### src/hdl/nsw_pkg.sv
package nsw_pkg;

    localparam int PEND_W   = 8;
    localparam int PCT_W    = 7;
    localparam int SHARES_W = 56;
    localparam int COUNT_W  = 4;
    localparam int AVG_W    = 32;
    localparam int SHARE_W  = 31;
    localparam int WIN_W    = 3;
    localparam int PCT_FULL = 100;

    // One quotient bit and one multiplier bit are produced per step.
    localparam int DIV_STEPS = 32;

    localparam logic [63:0] Q30_ONE    = 64'd1073741824;
    localparam logic [31:0] NVS_BETA   = 32'd1073742;
    localparam logic [31:0] WEIGHT_MAX = '1;

    // Decay factor (1 - beta) in Q2.30, pre-scaled by 4 so that a 32-step
    // serial multiply ending in a 32-bit right shift gives the Q2.30 product.
    localparam logic [31:0] DECAY_COEF = 32'((Q30_ONE - 64'(NVS_BETA)) << 2);

    typedef enum logic [0:0] {
        REG_SLICE_COUNT,
        REG_RESERVED_SHARES
    } cfg_reg_t;

    typedef logic [SHARE_W-1:0] share_tab_t [0:PCT_FULL];

    // Reserved percent to Q1.30 share, rounded half up.
    function automatic share_tab_t build_share_tab();
        share_tab_t tab;
        for (int i = 0; i <= PCT_FULL; i++)
        begin
            tab[i] = SHARE_W'((64'(i) * Q30_ONE + 64'd50) / 64'd100);
        end
        return tab;
    endfunction

    localparam share_tab_t SHARE_TAB = build_share_tab();

    typedef struct packed {
        logic load;
        logic step;
    } nsw_seq_t;

endpackage

### src/hdl/nsw_div.sv
module nsw_div (
    input  logic                          clk,
    input  logic                          rst_n,
    input  nsw_pkg::nsw_seq_t             seq,
    input  logic [nsw_pkg::SHARE_W-1:0]   share,
    input  logic [nsw_pkg::AVG_W-1:0]     divisor,
    output logic [nsw_pkg::AVG_W-1:0]     quotient
);
    import nsw_pkg::*;

    // Restoring division of share * 2^16 by the average, one quotient bit
    // per step. The caller substitutes a saturated weight in the overflow
    // case; otherwise the partial remainder stays below the divisor.
    logic [AVG_W-1:0] rem_reg;
    logic [AVG_W-1:0] num_reg;
    logic [AVG_W-1:0] quot_reg;
    logic [AVG_W:0]   trial;
    logic             fits;

    assign trial = {rem_reg, num_reg[AVG_W-1]};
    assign fits  = trial >= {1'b0, divisor};

    always_ff @(posedge clk or negedge rst_n)
    begin
        if (!rst_n)
        begin
            rem_reg  <= '0;
            num_reg  <= '0;
            quot_reg <= '0;
        end
        else if (seq.load)
        begin
            rem_reg  <= AVG_W'(share >> 16);
            num_reg  <= {share[15:0], 16'd0};
            quot_reg <= '0;
        end
        else if (seq.step)
        begin
            rem_reg  <= fits ? AVG_W'(trial - {1'b0, divisor}) : trial[AVG_W-1:0];
            num_reg  <= {num_reg[AVG_W-2:0], 1'b0};
            quot_reg <= {quot_reg[AVG_W-2:0], fits};
        end
    end

    assign quotient = quot_reg;

endmodule

### src/hdl/nsw_decay.sv
module nsw_decay (
    input  logic                          clk,
    input  logic                          rst_n,
    input  nsw_pkg::nsw_seq_t             seq,
    input  logic [nsw_pkg::AVG_W-1:0]     avg,
    output logic [nsw_pkg::AVG_W-1:0]     decayed
);
    import nsw_pkg::*;

    // Shift-add multiply by the constant decay factor, LSB of the factor
    // first. Each step drops one product bit, so after all steps the
    // accumulator holds the floor of the product shifted right by 32.
    logic [AVG_W-1:0] acc_reg;
    logic [AVG_W-1:0] coef_reg;
    logic [AVG_W:0]   sum;

    assign sum = {1'b0, acc_reg} + (coef_reg[0] ? {1'b0, avg} : '0);

    always_ff @(posedge clk or negedge rst_n)
    begin
        if (!rst_n)
        begin
            acc_reg  <= '0;
            coef_reg <= '0;
        end
        else if (seq.load)
        begin
            acc_reg  <= '0;
            coef_reg <= DECAY_COEF;
        end
        else if (seq.step)
        begin
            acc_reg  <= sum[AVG_W:1];
            coef_reg <= {1'b0, coef_reg[AVG_W-1:1]};
        end
    end

    assign decayed = acc_reg;

endmodule

### src/hdl/nvs_slice_weight_arbiter_unit.sv
// Each slot decision scans the N effective slices in turn, where N is the
// effective slice count; N = 0 goes straight to the done state.
// A new pending_mask beat is taken only once the previous result has left the done
// state; each slice takes a setup state, the bit-serial divider run and an update state.
// Reset (rst_n, asynchronous, active low): slice_count = 1, shares = 0,
// all averages zero, all started and won flags cleared, no result pending.
module nvs_slice_weight_arbiter_unit #(
    parameter int MAX_SLICES = 8
) (
    input  logic                            clk,
    input  logic                            rst_n,

    input  logic                            cfg_we,
    input  logic [0:0]                      cfg_index,
    input  logic [nsw_pkg::SHARES_W-1:0]    cfg_data,

    input  logic                            in_valid,
    output logic                            in_ready,
    input  logic [nsw_pkg::PEND_W-1:0]      pending_mask,

    output logic                            out_valid,
    input  logic                            out_ready,
    output logic                            has_winner,
    output logic [nsw_pkg::WIN_W-1:0]       winner_slice
);
    import nsw_pkg::*;

    localparam int IDX_W  = (MAX_SLICES > 1) ? $clog2(MAX_SLICES) : 1;
    localparam int CNT_W  = $clog2(MAX_SLICES + 1) + 1;
    localparam int STEP_W = $clog2(DIV_STEPS);

    typedef enum logic [2:0] {
        ST_IDLE,
        ST_SETUP,
        ST_RUN,
        ST_FINISH,
        ST_DONE
    } state_t;

    state_t                 state_reg;

    // Configuration registers.
    logic [COUNT_W-1:0]     slice_count_reg;
    logic [SHARES_W-1:0]    shares_reg;

    // Per-slice scheduler state. Each entry is read only at the slice
    // currently being scanned.
    logic [AVG_W-1:0]       avg_reg     [MAX_SLICES];
    logic                   won_reg     [MAX_SLICES];
    logic                   started_reg [MAX_SLICES];

    // Scan control and the per-slice working set.
    logic [PEND_W-1:0]      pending_reg;
    logic [CNT_W-1:0]       count_reg;
    logic [IDX_W-1:0]       slice_reg;
    logic [STEP_W-1:0]      step_reg;
    logic [AVG_W-1:0]       avg_eff_reg;
    logic [SHARE_W-1:0]     share_reg;
    logic [AVG_W-1:0]       best_w_reg;
    logic [IDX_W-1:0]       win_reg;
    logic                   found_reg;

    // Result beat.
    logic                   out_valid_reg;
    logic                   has_winner_reg;
    logic [WIN_W-1:0]       winner_slice_reg;

    // Combinational helpers.
    logic [CNT_W-1:0]       count_next;
    logic [PCT_W-1:0]       pct_raw;
    logic [PCT_W-1:0]       pct;
    logic [SHARE_W-1:0]     share_now;
    logic [AVG_W-1:0]       avg_base;
    logic [AVG_W:0]         avg_boost;
    logic [AVG_W-1:0]       avg_eff_next;
    logic [PEND_W-1:0]      pending_shift;
    logic                   slice_pending;
    logic [AVG_W-1:0]       quotient;
    logic [AVG_W-1:0]       decayed;
    logic [AVG_W-1:0]       weight;
    logic                   last_slice;
    logic                   out_free;
    nsw_seq_t               seq;

    // Slices beyond the count register, or beyond the hardware, sit out.
    assign count_next = (CNT_W'(slice_count_reg) > CNT_W'(MAX_SLICES))
                        ? CNT_W'(MAX_SLICES) : CNT_W'(slice_count_reg);

    // Only the first eight slices have a percent field; the rest get a
    // zero share and therefore never win.
    always_comb
    begin
        if (32'(slice_reg) < (SHARES_W / PCT_W))
        begin
            pct_raw = PCT_W'(shares_reg >> (PCT_W * 32'(slice_reg)));
        end
        else
        begin
            pct_raw = '0;
        end
        pct = (pct_raw > PCT_W'(PCT_FULL)) ? PCT_W'(PCT_FULL) : pct_raw;
    end

    assign share_now = SHARE_TAB[pct];

    // A slice that is seen for the first time starts from its share; a
    // slice that won the last slot is credited with beta, saturating.
    assign avg_base     = started_reg[slice_reg] ? avg_reg[slice_reg] : AVG_W'(share_now);
    assign avg_boost    = {1'b0, avg_base} + (AVG_W + 1)'(NVS_BETA);
    assign avg_eff_next = won_reg[slice_reg]
                          ? (avg_boost[AVG_W] ? WEIGHT_MAX : avg_boost[AVG_W-1:0])
                          : avg_base;

    assign pending_shift = pending_reg >> slice_reg;
    assign slice_pending = (32'(slice_reg) < PEND_W) && pending_shift[0];

    // A zero share never wins. Otherwise, when share / 2^16 reaches the
    // average (including a zero average) the quotient would not fit in
    // 32 bits and the weight saturates.
    always_comb
    begin
        if (share_reg == '0)
        begin
            weight = '0;
        end
        else if (AVG_W'(share_reg >> 16) >= avg_eff_reg)
        begin
            weight = WEIGHT_MAX;
        end
        else
        begin
            weight = quotient;
        end
    end

    assign last_slice = (CNT_W'(slice_reg) + CNT_W'(1)) == count_reg;
    assign out_free   = !out_valid_reg || out_ready;

    assign seq.load = (state_reg == ST_SETUP);
    assign seq.step = (state_reg == ST_RUN);

    nsw_div u_div (
        .clk      (clk),
        .rst_n    (rst_n),
        .seq      (seq),
        .share    (share_now),
        .divisor  (avg_eff_reg),
        .quotient (quotient)
    );

    nsw_decay u_decay (
        .clk      (clk),
        .rst_n    (rst_n),
        .seq      (seq),
        .avg      (avg_eff_reg),
        .decayed  (decayed)
    );

    always_ff @(posedge clk or negedge rst_n)
    begin
        if (!rst_n)
        begin
            state_reg        <= ST_IDLE;
            slice_count_reg  <= COUNT_W'(1);
            shares_reg       <= '0;
            for (int i = 0; i < MAX_SLICES; i++)
            begin
                avg_reg[i]     <= '0;
                won_reg[i]     <= 1'b0;
                started_reg[i] <= 1'b0;
            end
            pending_reg      <= '0;
            count_reg        <= '0;
            slice_reg        <= '0;
            step_reg         <= '0;
            avg_eff_reg      <= '0;
            share_reg        <= '0;
            best_w_reg       <= '0;
            win_reg          <= '0;
            found_reg        <= 1'b0;
            out_valid_reg    <= 1'b0;
            has_winner_reg   <= 1'b0;
            winner_slice_reg <= '0;
        end
        else
        begin
            // Configuration is expected to be written only while the block
            // is idle.
            if (cfg_we)
            begin
                unique case (cfg_index)
                    REG_SLICE_COUNT:     slice_count_reg <= cfg_data[COUNT_W-1:0];
                    REG_RESERVED_SHARES: shares_reg      <= cfg_data;
                    default:             ;
                endcase
            end

            // The result register is refilled from the done state once the
            // previous beat has left, and otherwise holds until accepted.
            out_valid_reg <= ((state_reg == ST_DONE) && out_free)
                             || (out_valid_reg && !out_ready);

            unique case (state_reg)
                ST_IDLE:
                begin
                    if (in_valid)
                    begin
                        pending_reg <= pending_mask;
                        count_reg   <= count_next;
                        slice_reg   <= '0;
                        best_w_reg  <= '0;
                        win_reg     <= '0;
                        found_reg   <= 1'b0;
                        state_reg   <= (count_next == '0) ? ST_DONE : ST_SETUP;
                    end
                end

                ST_SETUP:
                begin
                    share_reg              <= share_now;
                    avg_eff_reg            <= avg_eff_next;
                    started_reg[slice_reg] <= 1'b1;
                    step_reg               <= '0;
                    state_reg              <= ST_RUN;
                end

                ST_RUN:
                begin
                    step_reg <= step_reg + STEP_W'(1);
                    if (step_reg == STEP_W'(DIV_STEPS - 1))
                    begin
                        state_reg <= ST_FINISH;
                    end
                end

                ST_FINISH:
                begin
                    avg_reg[slice_reg] <= decayed;
                    won_reg[slice_reg] <= 1'b0;
                    // Strictly greater keeps the lower index on a tie.
                    if (slice_pending && (weight > best_w_reg))
                    begin
                        best_w_reg <= weight;
                        win_reg    <= slice_reg;
                        found_reg  <= 1'b1;
                    end
                    if (last_slice)
                    begin
                        state_reg <= ST_DONE;
                    end
                    else
                    begin
                        slice_reg <= slice_reg + IDX_W'(1);
                        state_reg <= ST_SETUP;
                    end
                end

                ST_DONE:
                begin
                    if (out_free)
                    begin
                        if (found_reg)
                        begin
                            won_reg[win_reg] <= 1'b1;
                        end
                        has_winner_reg   <= found_reg;
                        winner_slice_reg <= found_reg ? WIN_W'(win_reg) : '0;
                        state_reg        <= ST_IDLE;
                    end
                end

                default:
                begin
                    state_reg <= ST_IDLE;
                end
            endcase
        end
    end

    assign in_ready     = (state_reg == ST_IDLE);
    assign out_valid    = out_valid_reg;
    assign has_winner   = has_winner_reg;
    assign winner_slice = winner_slice_reg;

endmodule
### config.mk
export PLATFORM = sky130hd
export DESIGN_NAME = nvs_slice_weight_arbiter_unit
export DESIGN_NICKNAME = d
export VERILOG_FILES = /design/src/hdl/nsw_pkg.sv /design/src/hdl/nsw_div.sv /design/src/hdl/nsw_decay.sv /design/src/hdl/nvs_slice_weight_arbiter_unit.sv
export SDC_FILE = /design/constraint.sdc
export NUM_CORES = 1
export LEC_CHECK = 0
export BUFFER_PORTS_ARGS = -buffer_cell sky130_fd_sc_hd__buf_4
export CORE_MARGIN = 2
export CORE_UTILIZATION = 58
export DETAILED_ROUTE_END_ITERATION = 8
export PLACE_DENSITY_LB_ADDON = 0.3
export REMOVE_ABC_BUFFERS = 1
export SLEW_MARGIN = 20
export SYNTH_ARGS = -nofsm -noshare
export SYNTH_HDL_FRONTEND = slang
export SYNTH_HIERARCHICAL = 1
export SYNTH_SLANG_ARGS = --single-unit
### constraint.sdc
create_clock -name clk -period 5.75 [get_ports clk]
set_input_delay 0.8625 -clock clk [delete_from_list [all_inputs] [get_ports clk]]
set_output_delay 0.8625 -clock clk [all_outputs]
set_load 0.05 [all_outputs]
==> flow_summary.yaml <==
outcome:
  status: "complete, no violations"
yosys:
  ys_types: 134
  synthTopCellsByArea: "dfrtp_1 (41%), mux2_2 (11%), ha_1 (4.4%)"
  synth_edf_count: 0
  syn_area_mm2: 0.0367
  synth_top_area_share_pct: 40.8
  syn_avg_cell_area_um2: 9.85
  synth_ff_type: "dfrtp_1"
  async_reset_ff_share_pct: 100
  synthCells: 3722
  ys_seq_elements: 599
  yosysSeqAreaShare_pct: 40.9
  yosysTopAreaCell: "dfrtp_1"
  synth_warnings: 6
global_route:
  grt_max_degree: 167
  grt_overflow_total: 0
  grt_pass1_vias: 30900
  grt_pass1_wl_um: 187000
  track_usage_pct: 36.6
  grt_antenna_before_repair: 6
cts:
  ctsHoldBuffers: 0
  clockRootBuffer: "clkbuf_16"
  cts_buffers: 68
  clk_latency_ns: 0.66
  htree_levels: 3
  clock-sinks: 599
  clk_path_buf_depth: 3
  clkTransAtPathRegs_ns: 0.06
  cts_tree: "done"
power_and_ir_drop:
  pwr-share-clk_pct: 16.6
  vdd_drop_max_uv: 362
  netSwitchingPower_w: 0.0138
  pwr-share-comb_pct: 61.3
  p_sw_share_pct: 50.0
  power_w: 0.0276
  power.internal_w: 0.0138
  p_seq_share_pct: 22.1
  p_leak_nw: 18.7
  p_per_area_mw_per_mm2: 667
sta:
  period_needed_ns: 5.60
  drv_slew: 0
  final-setup-viol-count: 0
  worstMarginPinSlew_ns: 1.23
  fin_crit_sh_pct: 97.3
  slew_headroom_pct: 16.7
  hold_violations: 0
  fmax_mhz: 179
  worst_slack_ns: 0.153
  fin_skew_ns: 0.0536
  rsz0062_at_grt: "yes"
detailed_routing:
  wl_um: 121000
  drc: 0
  num_vias: 31500
  drt_pass1_iterations: 6
  drt_iter0_drc: 3304
  via_per_inst: 6.71
  final_antenna_net_count: 0
  wl_per_cell_um: 25.7
worst_setup_path:
  critPathMaxFanout: 45
  start_kind: "register"
  end_kind: "register"
  crit_required_ns: 6.28
  cp_data_arrival_time_ns: 6.13
  worstSetupPathType: "register to register"
final_layout:
  layout-drive-gt1-share_pct: 23.0
  area_growth_pct: 12.7
  fillers: 5026
  largest_reg_flops: 256
  final_nets: 4001
floorplan:
  rows: 92
  initial_core_util_pct: 58.4
  die_x_um: 255
  die_y_um: 255
  dieArea_mm2: 0.0652
  core_mm2: 0.0627
  io_pins: 76
placed_design:
  place_congestion: 1.05
  post-place-ws_ns: 0.157
  dp_hpwl_um: 82400
  port_buffers: 75
run:
  drv_cap: 0
hold_path:
  min-delay-path-class: "primary input to asynchronous set/reset pin"
-- worst max-delay path: stages, from the launching register on --
cell      delay [ns]
dfrtp_2         0.42
buf_12          0.28
mux4_2          0.60
mux2i_2         0.96
nand2_1         0.63
nor4_1          0.65
o31ai_1         0.28
nor3_1          0.44
o211ai_1        0.16
a31o_2          0.29
a211oi_4        0.32
buf_12          0.18
o21ai_0         0.11
o21ai_0         0.14
-- power groups by stage --
stage	combinational, W	clock [W]	sequential [W]
after global placement	0.0160	0	0.00609
after CTS	0.0161	0.00462	0.00607
after floorplan	0.00972	0	0.00581
after detailed placement	0.0160	0	0.00612
after global routing	0.0179	0.00479	0.00621
final	0.0169	0.00457	0.00610
-- routing by layer --
layer | share of wire, % | track usage [%] | up-vias
met1 | 42 | 51.6 | 15700
met5 | 0.021 | 0 | -
met4 | 4.1 | 14.7 | 4
li1 | - | - | 13900
met3 | 9.3 | 7.45 | 349
met2 | 45 | 55.6 | 1538
-- cell usage in the layout (no fill, tap or decap), types with 26 or more instances in the layout --
cell type	Yosys	layout
nand2_1	321	316
ha_1	128	125
nor3_1	65	58
a211oi_1	39	38
a31oi_1	61	61
and3_1	47	47
a21o_1	53	52
dfrtp_1	598	597
a21oi_1	209	207
nand4_1	49	49
and2_1	55	55
nand3_1	75	75
mux2_2	367	367
o21ai_1	42	41
clkbuf_16	0	70
nor2_1	206	199
a22oi_1	84	84
a221oi_1	32	31
xnor2_1	51	50
o21a_1	51	51
nor4_1	30	28
a211o_1	27	27
buf_4	13	248
mux2i_1	109	108
inv_1	142	140
o21ai_0	197	196
a22o_1	26	26
-- final cells by class --
cell class              instances  area, um^2  area share (%)
multi-input cells            2719       20100            48.6
flip-flops and latches        599       15000            36.3
well taps                     846        1060            2.56
clock buffers                  92        1930            4.67
inverters                     147         563            1.36
diodes                          2        5.00          0.0121
repair buffers                266        2230            5.39
clock inverters                29         459            1.11
-- cells in the mapped netlist, types with 53 or more instances --
cell,number
dfrtp_1,598
mux2_2,367
nand2_1,321
a21oi_1,209
nor2_1,206
o21ai_0,197
clkbuf_1,148
inv_1,142
ha_1,128
mux2i_1,109
a22oi_1,84
nand3_1,75
nor3_1,65
a31oi_1,61
and2_1,55
a21o_1,53
-- per-stage QoR --
step / TNS [ns] / instance area (um^2) / hold WS, ns / std cells / utilization (%)
floorplan: -82.71 / 35400 / 0.419 / 3465 / -
global placement: 0 / 38800 / 0.434 / 4573 / 61.8
detailed placement: 0 / 38800 / 0.444 / 4573 / 61.8
CTS: 0 / 41100 / 0.272 / 4694 / 65.6
global route: 0 / 41300 / 0.297 / 4698 / 65.9
finish: 0 / 41300 / 0.269 / 4700 / 65.9
-- final timing paths --
check	end	slack, ns	startpoint	depth (start not counted)
max in group asynchronous	avg_reg[116]$_DFFE_PN0P_	4.21	rst_n	3
hold reg to reg	started_reg[3]$_DFFE_PN0P_	0.45	started_reg[3]$_DFFE_PN0P_	1
setup / recovery	avg_eff_reg[1]$_DFFE_PN0P_	0.15	slice_reg[1]$_DFFE_PN0P_	13
setup reg to reg	avg_eff_reg[1]$_DFFE_PN0P_	0.15	slice_reg[1]$_DFFE_PN0P_	13
min in group clk	shares_reg[12]$_DFFE_PN0P_	0.43	cfg_data[12]	2
hold / removal	best_w_reg[8]$_DFFE_PN0P_	0.27	rst_n	1
-- what timing repair did --
action	in CTS	in global routing
setup buffers	0	2
endpoints found under the setup margin	0	68
resized for setup	0	26
-- cells by family (layout without fill, tap and decap cells) --
kind of cell	Yosys count	after routing	share of synthesized area, %
AOI/OAI and AO/OA	1069	1069	20.2
xor gates and xnor gates	75	75	1.79
adders and majority gates	130	130	4.48
buffers and inverters	404	534	4.93
DFF	599	599	40.9
muxes	490	490	15.0
other	0	2	0
and+or+nand+nor	955	955	12.7
No activity file was read; power rests on OpenSTA's default activity.
